$ cat config.mk
export PLATFORM = sky130hd
export DESIGN_NAME = protobuf_wire_parser
export DESIGN_NICKNAME = d
export VERILOG_FILES = /design/src/pbwp_pkg.sv /design/src/pbwp_core.sv /design/src/protobuf_wire_parser.sv
export SDC_FILE = /design/constraint.sdc
export NUM_CORES = 1
export LEC_CHECK = 0
export CAP_MARGIN = 20
export CELL_PAD_IN_SITES_DETAIL_PLACEMENT = 1
export CELL_PAD_IN_SITES_GLOBAL_PLACEMENT = 2
export CORE_UTILIZATION = 41
export DETAILED_ROUTE_END_ITERATION = 10
export DONT_BUFFER_PORTS = 1
export PLACE_DENSITY_LB_ADDON = 0.1
export SLEW_MARGIN = 20
export SYNTH_ARGS = -nofsm -noshare
export SYNTH_HDL_FRONTEND = slang
export SYNTH_SLANG_ARGS = --single-unit
$ cat constraint.sdc
create_clock -name i_clk -period 12.7 [get_ports i_clk]
set_input_delay 1.27 -clock i_clk [delete_from_list [all_inputs] [get_ports i_clk]]
set_output_delay 1.27 -clock i_clk [all_outputs]
set_load 0.03 [all_outputs]
$ cat src/pbwp_pkg.sv
// Package for the protobuf wire-format parser.
// Holds parse phase, event and error codes, and the event record.
// No dependencies; used by pbwp_core and protobuf_wire_parser.
package pbwp_pkg;

    // Parse phase between input items
    typedef enum logic [2:0] {
        PH_TAG     = 3'd0,
        PH_VALUE   = 3'd1,
        PH_LEN     = 3'd2,
        PH_PAYLOAD = 3'd3,
        PH_FIXED   = 3'd4
    } t_phase;

    // Event kinds on the result channel
    localparam logic [2:0] EV_TAG     = 3'd0;
    localparam logic [2:0] EV_VALUE   = 3'd1;
    localparam logic [2:0] EV_LEN     = 3'd2;
    localparam logic [2:0] EV_PAYLOAD = 3'd3;
    localparam logic [2:0] EV_FIXED   = 3'd4;
    localparam logic [2:0] EV_END     = 3'd5;
    localparam logic [2:0] EV_ERROR   = 3'd6;

    // Error codes
    localparam logic [1:0] ERR_NONE      = 2'd0;
    localparam logic [1:0] ERR_TRUNC     = 2'd1;
    localparam logic [1:0] ERR_VARINT    = 2'd2;
    localparam logic [1:0] ERR_BAD_WIRE  = 2'd3;

    // Wire types
    localparam logic [2:0] WT_VARINT = 3'd0;
    localparam logic [2:0] WT_FIX64  = 3'd1;
    localparam logic [2:0] WT_LEN    = 3'd2;
    localparam logic [2:0] WT_FIX32  = 3'd5;

    // Varint limits and fixed skip lengths
    localparam int unsigned VARINT_MAX_BYTES = 10;
    localparam logic [3:0]  VARINT_LAST_IDX  = 4'd9;
    localparam logic [63:0] FIX64_BYTES      = 64'd8;
    localparam logic [63:0] FIX32_BYTES      = 64'd4;

    // One result item
    typedef struct packed {
        logic [2:0]  event_kind;
        logic [31:0] field_number;
        logic [2:0]  wire_kind;
        logic [63:0] decoded_value;
        logic [7:0]  payload_byte;
        logic        buffer_done;
        logic [1:0]  error_code;
    } t_event;

endpackage

$ cat src/pbwp_core.sv
// Parser state and one-byte step logic of the protobuf wire-format parser.
// Holds the parse state registers and computes the event of each byte.
// Depends on pbwp_pkg.
module pbwp_core (
    input  logic                 i_clk,
    input  logic                 i_rst_n,
    input  logic                 i_adv,
    input  logic [7:0]           i_byte,
    input  logic                 i_final,
    output logic                 o_have,
    output pbwp_pkg::t_event     o_evt
);

    pbwp_pkg::t_phase r_phase, n_phase;
    logic [63:0]      r_acc, n_acc;
    logic [3:0]       r_seen, n_seen;
    logic [63:0]      r_rem, n_rem;
    logic [31:0]      r_field, n_field;
    logic [2:0]       r_wire, n_wire;
    logic             r_err, n_err;

    logic [3:0]       seen_c;
    logic [63:0]      slot;
    logic [63:0]      acc;
    logic [1:0]       code;
    logic             do_reset;

    // Place the 7 data bits of this byte at its varint slot
    always_comb begin
        seen_c = (r_seen > pbwp_pkg::VARINT_LAST_IDX) ? pbwp_pkg::VARINT_LAST_IDX : r_seen;
        slot   = '0;
        for (int k = 0; k < pbwp_pkg::VARINT_MAX_BYTES; k++) begin
            if (seen_c == 4'(k)) begin
                slot = 64'(i_byte[6:0]) << (7 * k);
            end
        end
        acc = r_acc | slot;
    end

    // Step the parser by one byte
    always_comb begin
        n_phase  = r_phase;
        n_acc    = r_acc;
        n_seen   = r_seen;
        n_rem    = r_rem;
        n_field  = r_field;
        n_wire   = r_wire;
        n_err    = r_err;
        code     = pbwp_pkg::ERR_NONE;
        do_reset = 1'b0;
        o_have   = 1'b0;
        o_evt    = '0;

        if (r_err) begin
            // Drop bytes until the final byte, which ends the buffer
            if (i_final) begin
                o_have           = 1'b1;
                o_evt.event_kind = pbwp_pkg::EV_END;
                do_reset         = 1'b1;
            end
        end else begin
            case (r_phase)
                pbwp_pkg::PH_PAYLOAD: begin
                    o_have             = 1'b1;
                    o_evt.event_kind   = pbwp_pkg::EV_PAYLOAD;
                    o_evt.payload_byte = i_byte;
                    if (r_rem[63:1] == '0) begin
                        n_rem   = '0;
                        n_phase = pbwp_pkg::PH_TAG;
                    end else begin
                        n_rem = r_rem - 64'd1;
                    end
                end
                pbwp_pkg::PH_FIXED: begin
                    if (r_rem[63:1] == '0) begin
                        n_rem            = '0;
                        n_phase          = pbwp_pkg::PH_TAG;
                        o_have           = 1'b1;
                        o_evt.event_kind = pbwp_pkg::EV_FIXED;
                    end else begin
                        n_rem = r_rem - 64'd1;
                    end
                end
                default: begin
                    // Varint byte of a tag, value or length
                    n_seen = seen_c + 4'd1;
                    if (i_byte[7]) begin
                        n_acc = acc;
                        if (seen_c == pbwp_pkg::VARINT_LAST_IDX) begin
                            code = pbwp_pkg::ERR_VARINT;
                        end else if (i_final) begin
                            code = pbwp_pkg::ERR_TRUNC;
                        end
                    end else begin
                        n_acc  = '0;
                        n_seen = '0;
                        if (r_phase == pbwp_pkg::PH_VALUE) begin
                            o_have              = 1'b1;
                            o_evt.event_kind    = pbwp_pkg::EV_VALUE;
                            o_evt.decoded_value = acc;
                            n_phase             = pbwp_pkg::PH_TAG;
                        end else if (r_phase == pbwp_pkg::PH_LEN) begin
                            o_have              = 1'b1;
                            o_evt.event_kind    = pbwp_pkg::EV_LEN;
                            o_evt.decoded_value = acc;
                            if (acc == '0) begin
                                n_phase = pbwp_pkg::PH_TAG;
                            end else begin
                                n_rem   = acc;
                                n_phase = pbwp_pkg::PH_PAYLOAD;
                            end
                        end else begin
                            // Tag: split into field number and wire type
                            n_field = acc[34:3];
                            n_wire  = acc[2:0];
                            case (acc[2:0])
                                pbwp_pkg::WT_VARINT: n_phase = pbwp_pkg::PH_VALUE;
                                pbwp_pkg::WT_LEN:    n_phase = pbwp_pkg::PH_LEN;
                                pbwp_pkg::WT_FIX64: begin
                                    n_phase = pbwp_pkg::PH_FIXED;
                                    n_rem   = pbwp_pkg::FIX64_BYTES;
                                end
                                pbwp_pkg::WT_FIX32: begin
                                    n_phase = pbwp_pkg::PH_FIXED;
                                    n_rem   = pbwp_pkg::FIX32_BYTES;
                                end
                                default: begin
                                    n_phase = pbwp_pkg::PH_TAG;
                                    code    = pbwp_pkg::ERR_BAD_WIRE;
                                end
                            endcase
                            if (code == pbwp_pkg::ERR_NONE) begin
                                o_have           = 1'b1;
                                o_evt.event_kind = pbwp_pkg::EV_TAG;
                            end
                        end
                    end
                end
            endcase

            // Final byte: clean end or truncation
            if (code == pbwp_pkg::ERR_NONE && i_final) begin
                if (o_have && n_phase == pbwp_pkg::PH_TAG) begin
                    o_evt.buffer_done = 1'b1;
                    do_reset          = 1'b1;
                end else begin
                    code = pbwp_pkg::ERR_TRUNC;
                end
            end
            if (code != pbwp_pkg::ERR_NONE) begin
                o_have        = 1'b1;
                o_evt         = '0;
                o_evt.event_kind = pbwp_pkg::EV_ERROR;
                o_evt.error_code = code;
                if (i_final) begin
                    do_reset = 1'b1;
                end else begin
                    n_err = 1'b1;
                end
            end
        end

        // Every event reports the element as it stands after this byte
        o_evt.field_number = n_field;
        o_evt.wire_kind    = n_wire;

        if (do_reset) begin
            n_phase = pbwp_pkg::PH_TAG;
            n_acc   = '0;
            n_seen  = '0;
            n_rem   = '0;
            n_field = '0;
            n_wire  = '0;
            n_err   = 1'b0;
        end
    end

    // Parser state registers
    always_ff @(posedge i_clk) begin
        if (!i_rst_n) begin
            r_phase <= pbwp_pkg::PH_TAG;
            r_acc   <= '0;
            r_seen  <= '0;
            r_rem   <= '0;
            r_field <= '0;
            r_wire  <= '0;
            r_err   <= 1'b0;
        end else if (i_adv) begin
            r_phase <= n_phase;
            r_acc   <= n_acc;
            r_seen  <= n_seen;
            r_rem   <= n_rem;
            r_field <= n_field;
            r_wire  <= n_wire;
            r_err   <= n_err;
        end
    end

    // A latched error only arises in a varint phase, never in payload or fixed
    assert property (@(posedge i_clk) disable iff (!i_rst_n)
        r_err |-> (r_phase != pbwp_pkg::PH_PAYLOAD && r_phase != pbwp_pkg::PH_FIXED))
        else $error("pbwp_core: latched error state");

    // Varint byte count never passes the limit
    assert property (@(posedge i_clk) disable iff (!i_rst_n)
        r_seen <= 4'(pbwp_pkg::VARINT_MAX_BYTES))
        else $error("pbwp_core: varint byte count overflow");

    // A payload or fixed phase always has bytes left
    assert property (@(posedge i_clk) disable iff (!i_rst_n)
        (!r_err && (r_phase == pbwp_pkg::PH_PAYLOAD || r_phase == pbwp_pkg::PH_FIXED))
        |-> r_rem != '0)
        else $error("pbwp_core: empty skip count in payload or fixed phase");

endmodule

$ cat src/protobuf_wire_parser.sv
// Top level of the protobuf wire-format parser.
// Input register, parser step (pbwp_core) and result register.
// Depends on pbwp_pkg and pbwp_core.
//
//  channel  | handshake          | payload
//  ---------+--------------------+------------------------------------------
//  input    | i_valid / o_stall  | i_in_byte, i_final_byte
//  result   | o_valid / i_stall  | o_event_kind ... o_error_code (7 fields)
//
// One byte is taken every cycle while o_stall is low; its result goes from the
// input register through the parser step into the result register.
// Bytes that give no event leave no result item.
// A stalled result holds in the result register while the next byte waits
// in the input register; o_stall rises only when both are occupied.
// Reset clears the valid flags and the parser state; payload is not reset.
module protobuf_wire_parser (
    input  logic        i_clk,
    input  logic        i_rst_n,
    input  logic        i_valid,
    output logic        o_stall,
    input  logic [7:0]  i_in_byte,
    input  logic        i_final_byte,
    output logic        o_valid,
    input  logic        i_stall,
    output logic [2:0]  o_event_kind,
    output logic [31:0] o_field_number,
    output logic [2:0]  o_wire_kind,
    output logic [63:0] o_decoded_value,
    output logic [7:0]  o_payload_byte,
    output logic        o_buffer_done,
    output logic [1:0]  o_error_code
);

    logic             r_in_valid;
    logic [7:0]       r_in_byte;
    logic             r_in_final;
    logic             r_out_valid;
    pbwp_pkg::t_event r_out;

    logic             adv;
    logic             in_take;
    logic             have;
    pbwp_pkg::t_event evt;

    // Advance the held byte when the result register is free or draining
    assign adv     = r_in_valid && (!r_out_valid || !i_stall);
    assign o_stall = r_in_valid && !adv;
    assign in_take = i_valid && !o_stall;

    // Input register
    always_ff @(posedge i_clk) begin
        if (!i_rst_n) begin
            r_in_valid <= 1'b0;
        end else if (in_take) begin
            r_in_valid <= 1'b1;
        end else if (adv) begin
            r_in_valid <= 1'b0;
        end
    end

    always_ff @(posedge i_clk) begin
        if (in_take) begin
            r_in_byte  <= i_in_byte;
            r_in_final <= i_final_byte;
        end
    end

    pbwp_core u_core (
        .i_clk   (i_clk),
        .i_rst_n (i_rst_n),
        .i_adv   (adv),
        .i_byte  (r_in_byte),
        .i_final (r_in_final),
        .o_have  (have),
        .o_evt   (evt)
    );

    // Result register: load on an event, drop once taken
    always_ff @(posedge i_clk) begin
        if (!i_rst_n) begin
            r_out_valid <= 1'b0;
        end else if (adv && have) begin
            r_out_valid <= 1'b1;
        end else if (!i_stall) begin
            r_out_valid <= 1'b0;
        end
    end

    always_ff @(posedge i_clk) begin
        if (adv && have) begin
            r_out <= evt;
        end
    end

    assign o_valid         = r_out_valid;
    assign o_event_kind    = r_out.event_kind;
    assign o_field_number  = r_out.field_number;
    assign o_wire_kind     = r_out.wire_kind;
    assign o_decoded_value = r_out.decoded_value;
    assign o_payload_byte  = r_out.payload_byte;
    assign o_buffer_done   = r_out.buffer_done;
    assign o_error_code    = r_out.error_code;

    // Upstream is held only while a byte waits behind a stalled result
    assert property (@(posedge i_clk) disable iff (!i_rst_n)
        o_stall |-> r_in_valid && r_out_valid && i_stall)
        else $error("protobuf_wire_parser: stall without a blocked result");

    // An error event always carries a code, other events none
    assert property (@(posedge i_clk) disable iff (!i_rst_n)
        o_valid |-> ((o_event_kind == pbwp_pkg::EV_ERROR) ==
                     (o_error_code != pbwp_pkg::ERR_NONE)))
        else $error("protobuf_wire_parser: error code mismatch");

    // A clean end is never reported on an error or end-only event
    assert property (@(posedge i_clk) disable iff (!i_rst_n)
        (o_valid && o_buffer_done) |->
            (o_event_kind != pbwp_pkg::EV_ERROR && o_event_kind != pbwp_pkg::EV_END))
        else $error("protobuf_wire_parser: buffer done on error or end event");

    // Only value and length events carry a decoded value
    assert property (@(posedge i_clk) disable iff (!i_rst_n)
        (o_valid && o_event_kind != pbwp_pkg::EV_VALUE && o_event_kind != pbwp_pkg::EV_LEN)
        |-> o_decoded_value == '0)
        else $error("protobuf_wire_parser: stray decoded value");

endmodule
Yosys cells after proc, flatten, opt, wreduce, memory -nomap -nowiden. Index checks and enable logic that the tools add are counted.

Latch bits: 0. Memories kept: 0. ROM bits: 0. Output and inout port bits: 115. Bits in writable memories: 0. Bits of input ports: 13. Flip-flop bits (word level): 295.

Add/sub/neg operators: 2. Multipliers: 0. Bitwise operators: 3. Div/mod/pow operators: 0. Shift-type cells: 0. Muxes and demuxes: 102. Magnitude comparators: 1. Equality and inequality tests: 22. Reductions and logical operators: 31.

Operators with widths (number): 64-bit 2-to-1 mux (25); 32-bit 2-to-1 mux (6); 64-bit one-hot mux with 2 select lines (1); 113-bit 2-to-1 mux (1); 64-bit zero test (1); 64-bit OR (1); 64-bit by 1-bit subtractor with 64-bit output, second input constant (1); 63-bit zero test (1); 3-bit 2-to-1 mux (19); 2-bit 2-to-1 mux (17); 1-bit 2-to-1 mux (23); 4-bit 2-to-1 mux (5); 4-bit by 3-bit equality test with 1-bit output, second input constant (4); 3-bit by 2-bit equality test with 1-bit output, second input constant (3); 3-bit one-hot mux with 3 select lines (1); 4-bit by 2-bit equality test with 1-bit output, second input constant (2); 4-bit equality test, second input constant (2); 8-bit 2-to-1 mux (1); 2-bit OR reduction (4); 7-bit 2-to-1 mux (1); 3-bit by 1-bit equality test with 1-bit output, second input constant (2); 3-bit equality test, second input constant (2); 1-bit logical AND (6); 3-bit zero test (2); 22 further kinds (30).

Depth between registers and ports, before layout.
Depth after elaboration: 38. Depth in mapped cells: 18. Depth with buffers taken out: 12.

By module. From an unflattened synthesis, not the netlist that was laid out.

Cell total of the unflattened synthesis: 1515. Area total of the unflattened synthesis: 13417.9 um2.

By module, submodules not included: pbwp_core (times used 1, cells each 1383, area an instance 9663.0 um2); protobuf_wire_parser (times used 1, cells each 132, area an instance 3754.9 um2).

Worst setup path before layout. No wires, ideal clock.

Path kind: reg-to-reg. Start: register u_core.r_seen[3]. End: register r_out, in the netlist o_buffer_done (enable). Setup time: 622 ps. Arrival: 8605 ps. Required time: 12078 ps. Setup slack: 3473 ps. Period minus slack after synthesis: 9227 ps. Stages on the path, launching flop included: 15. Cell sequence: dfxtp_1 > clkbuf_1 > clkbuf_1 > o21a_1 > nor2_1 > ha_1 > nor2_1 > a31oi_1 > a21oi_1 > o21ai_0 > o21ai_0 > and2_1 > a21boi_2 > buf_4 > a21oi_1.

Word-level cells in the longest chain between the ends: 37.

RTL lines: start, declared (RTL line pbwp_core.sv:16) `logic [3:0] r_seen, n_seen;`; start signal, assigned (RTL line pbwp_core.sv:191) `r_seen <= n_seen;`; 4-bit greater-than comparator (RTL line pbwp_core.sv:30) `seen_c = (r_seen > pbwp_pkg::VARINT_LAST_IDX) ? pbwp_pkg::VARINT_LAST_IDX : r_seen;`; 4-bit 2-to-1 mux * (RTL line pbwp_core.sv:30); 4-bit zero test (RTL line pbwp_core.sv:33) `if (seen_c == 4'(k)) begin`; 7-bit 2-to-1 mux (RTL line pbwp_core.sv:33); 64-bit 2-to-1 mux (9 in a row) (RTL line pbwp_core.sv:33); 64-bit OR (RTL line pbwp_core.sv:37) `acc = r_acc | slot;`; 3-bit by 2-bit equality test with 1-bit output (tied with other cells) (RTL line pbwp_core.sv:116) `case (acc[2:0])`; 4-bit OR reduction (no line); [13 not listed]; 1-bit logical AND (RTL line pbwp_core.sv:143) `if (o_have && n_phase == pbwp_pkg::PH_TAG) begin`; 2-bit 2-to-1 mux (RTL line pbwp_core.sv:143); 2-bit 2-to-1 mux (RTL line pbwp_core.sv:142) `if (code == pbwp_pkg::ERR_NONE && i_final) begin`; 2-bit 2-to-1 mux (RTL line pbwp_core.sv:54) `if (r_err) begin`; 2-bit nonzero test (RTL line pbwp_core.sv:150) `if (code != pbwp_pkg::ERR_NONE) begin`; 1-bit 2-to-1 mux * (RTL line pbwp_core.sv:150); 1-bit 2-to-1 mux * (RTL line pbwp_core.sv:54); 1-bit logical AND * (RTL line protobuf_wire_parser.sv:90) `if (adv && have) begin`; end signal, assigned (RTL line protobuf_wire_parser.sv:91) `r_out <= evt;`; end, declared (RTL line protobuf_wire_parser.sv:38) `pbwp_pkg::t_event r_out;`.

Mark *: on every way between the ends. The rest lies on a longest branch, timed or not. The select of a mux whose other input is x is not followed. A chain may end at the register's enable or synchronous reset.

Worst setup path after layout.
Start: register u_core.r_seen[3]. End: register r_out, in the netlist o_field_number[9] (enable).

The elaborated chain is that of the path after synthesis.

==> metrics.cfg <==
[clock_tree]
post_cts.resized_instances = 0
cts_buffers = 35
cts_htree_levels = 2
buffer_depth_of_the_longest_clock_path = 3
cts.hold.buffers_added = 0
clock_latency_ns = 0.53
post_cts_setup_buffers = 0
clock_sink_count = 295
tritoncts = yes
clock-root-buffer = clkbuf_16
clk_pin_slew_ns = 0.06

[timing]
slew_viol_final = 0
layout_min_cycle_time_ns = 5.53
max_freq_ghz = 0.181
fin_worst_hold_slack_ns = 0.500
timing.final.ws_setup_ns = 7.17
finalSetupTns_ns = 0
finalClockSkew_ns = 0.0138
timing.max_slew.rel_slack = 0.260
worstMarginPinSlew_ns = 1.11
post-route-period-util = 0.435
unrepaired_setup_endpoints_after_global_routing = no
setup_violations = 0
hold_viol = 0

[yosys]
synthMostInstantiatedCell = dfxtp_1
netlist-cell-type-count = 76
syn-mean-instance-area_um2 = 9.67
post_synth_instance_area_um2 = 13600
yosysSeqAreaShare = 0.524
async_reset_ff_frac = 0
syn-num-nets = 1422
ys.warnings.count = 0
synth_top_cells_by_area = edfxtp_1 (27%), dfxtp_1 (25%), a21oi_1 (4.2%)
synth-edff-count = 122
ys_ff_latch = 295
synth.cells.most_frequent = dfxtp_1 (173), edfxtp_1 (122), nor2_1 (121)
proportion_of_netlist_area_held_by_the_largest_area_contributor = 0.270
synth_top_flop_cell = dfxtp_1
synth_largest_area_cell = edfxtp_1
postSynthCellCount = 1406

[die]
io_pins = 128
floorplan.initialDensity = 0.418
chipWidth_um = 184
core_area_um2 = 32500
dieHeight_um = 184
count_of_standard_cell_rows = 66
die-area_um2 = 33900

[power_and_ir_drop]
vdd_drop_max_mv = 0.0822
power-per-cell-area_nw_per_um2 = 141
p_leak_nw = 5.20

[global_route]
grt_antenna_before_repair = 1
number_of_global_route_vias_before_repair = 11200
maximum_number_of_pins_on_one_net_before_global_route_repair = 120
grt_overflow = 0
grt_first_pass_wirelength_um = 72000
grt.total_usage = 0.286

[place]
detailedPlacementHpwl_um = 31700
gp_congestion = 0.852
preCtsSetupSlack_ns = 7.22
port_buffers = 0
placed_cell_area_um2 = 13900

[drt]
vias = 11300
final_antenna_net_count = 0
drc_violations_left = 0
viasPerCell = 6.18
post_drt_wl_per_cell_um = 26.1
wirelength_um = 47800
firstDrtPassIters = 5
drtIter0Drc = 786

[final_layout]
post_route_cells_drive_above_1_share = 0.0779
nNetsFinal = 1376
antenna-diode-count = 0
layout.cell_area.non_filler_um2 = 15000
utilization = 0.461
syn_to_final_growth_pct = 10.3

[worst_setup_path]
crit_type = flop to flop
path_max_fanout = 72
maximum_cell_stage_delay_along_the_critical_path_ns = 0.78
worstPathCellList = o21a_1, nor2_1, ha_1, nor2_1, a31oi_1, a21oi_1, o21ai_0, o21ai_0, and2_1, a21boi_2, a21oi_4, buf_4, buf_4
crit_path_end_kind = flop
required_ns = 12.85
arrival_ns = 5.68
startpoint_type_of_the_worst_setup_path = flop
worst_path_max_delay_cell = buf_4

[flow_run]
max_cap_viol_count = 0

[run_status]
status = finished, final reports clean

[worst_hold_path]
min_path_type = flop to flop

[where the power goes]
part | leakage [nW] | switching (mW) | internal (mW)
registers | 2.52 | 0.0616 | 1.02
clock network | 0.509 | 0.395 | 0.541
logic | 2.18 | 0.0783 | 0.0264
total | 5.20 | 0.535 | 1.58
[worst max-delay path: cells and delay by family (launching register included)]
family          cells  cell delay (ns)
simple gates        3             0.79
fa+ha+maj           1             0.28
flops               1             0.71
buf+inv             2             1.29
compound gates      7             2.02
[registers in the layout, indices dropped and copies added (netlist names), 2 cells and up]
name	count
o_decoded_value	64
o_field_number	32
u_core.r_rem	64
u_core.r_seen	4
o_event_kind	3
o_wire_kind	3
u_core.r_wire	3
r_in_byte	8
u_core.r_phase	3
o_error_code	2
u_core.r_acc	64
o_payload_byte	8
u_core.r_field	32
[path summary, 6_finish.rpt]
kind	endpoint	start	cells after the start	slack, ns
setup reg to reg	o_field_number[9]$_DFFE_PP_	u_core.r_seen[3]$_SDFFE_PN0P_	13	7.17
hold reg to reg	u_core.r_rem[63]$_SDFFE_PN0P_	u_core.r_rem[63]$_SDFFE_PN0P_	1	0.50
setup / recovery	o_field_number[9]$_DFFE_PP_	u_core.r_seen[3]$_SDFFE_PN0P_	13	7.17
hold / removal	u_core.r_rem[63]$_SDFFE_PN0P_	u_core.r_rem[63]$_SDFFE_PN0P_	1	0.50
[per-layer routing]
metal | global-route usage | up-vias | wire length, µm
li1 | - | 5174 | -
met1 | 0.386 | 5673 | 21500
met2 | 0.443 | 361 | 21500
met3 | 0.0574 | 97 | 2880
met4 | 0.125 | 0 | 1960
met5 | 0 | - | 0
[cells in the final DEF (no fill, tap or decap), types with 13 or more instances in the layout]
| master | Yosys | final |
|---|---|---|
| buf_4 | 2 | 29 |
| edfxtp_1 | 122 | 122 |
| nor2_1 | 121 | 120 |
| a22o_1 | 18 | 18 |
| a22oi_1 | 56 | 56 |
| dfxtp_1 | 173 | 173 |
| xnor2_1 | 13 | 13 |
| a31oi_1 | 15 | 15 |
| o22ai_1 | 43 | 43 |
| a221o_1 | 18 | 18 |
| clkbuf_16 | 0 | 36 |
| and3_1 | 14 | 14 |
| nor3_1 | 30 | 30 |
| nor3b_1 | 34 | 34 |
| nand3_1 | 33 | 33 |
| inv_1 | 27 | 27 |
| o21ai_0 | 64 | 63 |
| nand2_1 | 99 | 99 |
| a21oi_1 | 114 | 112 |
| o32ai_1 | 19 | 19 |
| nor2b_1 | 74 | 74 |
| nor4_1 | 24 | 24 |
| or3_1 | 22 | 22 |
[cell families after synthesis]
logic type | after synthesis | synth area share
adder cells (fa/ha/maj) | 4 | 0.00350
flip-flops | 295 | 0.524
multiplexers | 3 | 0.00221
AND/OR/NAND/NOR | 512 | 0.199
buffers and inverters | 139 | 0.0424
XOR/XNOR | 17 | 0.0110
AO/OA/AOI/OAI | 436 | 0.218
[metrics by stage]
step / total power [mW] / cells
after detailed placement: 1.20 / 1765
final: 2.12 / 1828
after global routing: 2.19 / 1828
after global placement: 1.20 / 1765
after CTS: 2.14 / 1828
after floorplan: 1.17 / 1406
[cell type report]
| type | instances | area, µm² |
|---|---|---|
| fill | 3682 | 17500 |
| sequential | 295 | 7130 |
| multi-input combinational | 972 | 5930 |
| clock buffer | 51 | 987 |
| tap | 442 | 553 |
| timing repair buffer | 29 | 218 |
| inverter | 27 | 101 |
| clock inverter | 12 | 73.8 |
(Power assumes the default switching activity.)
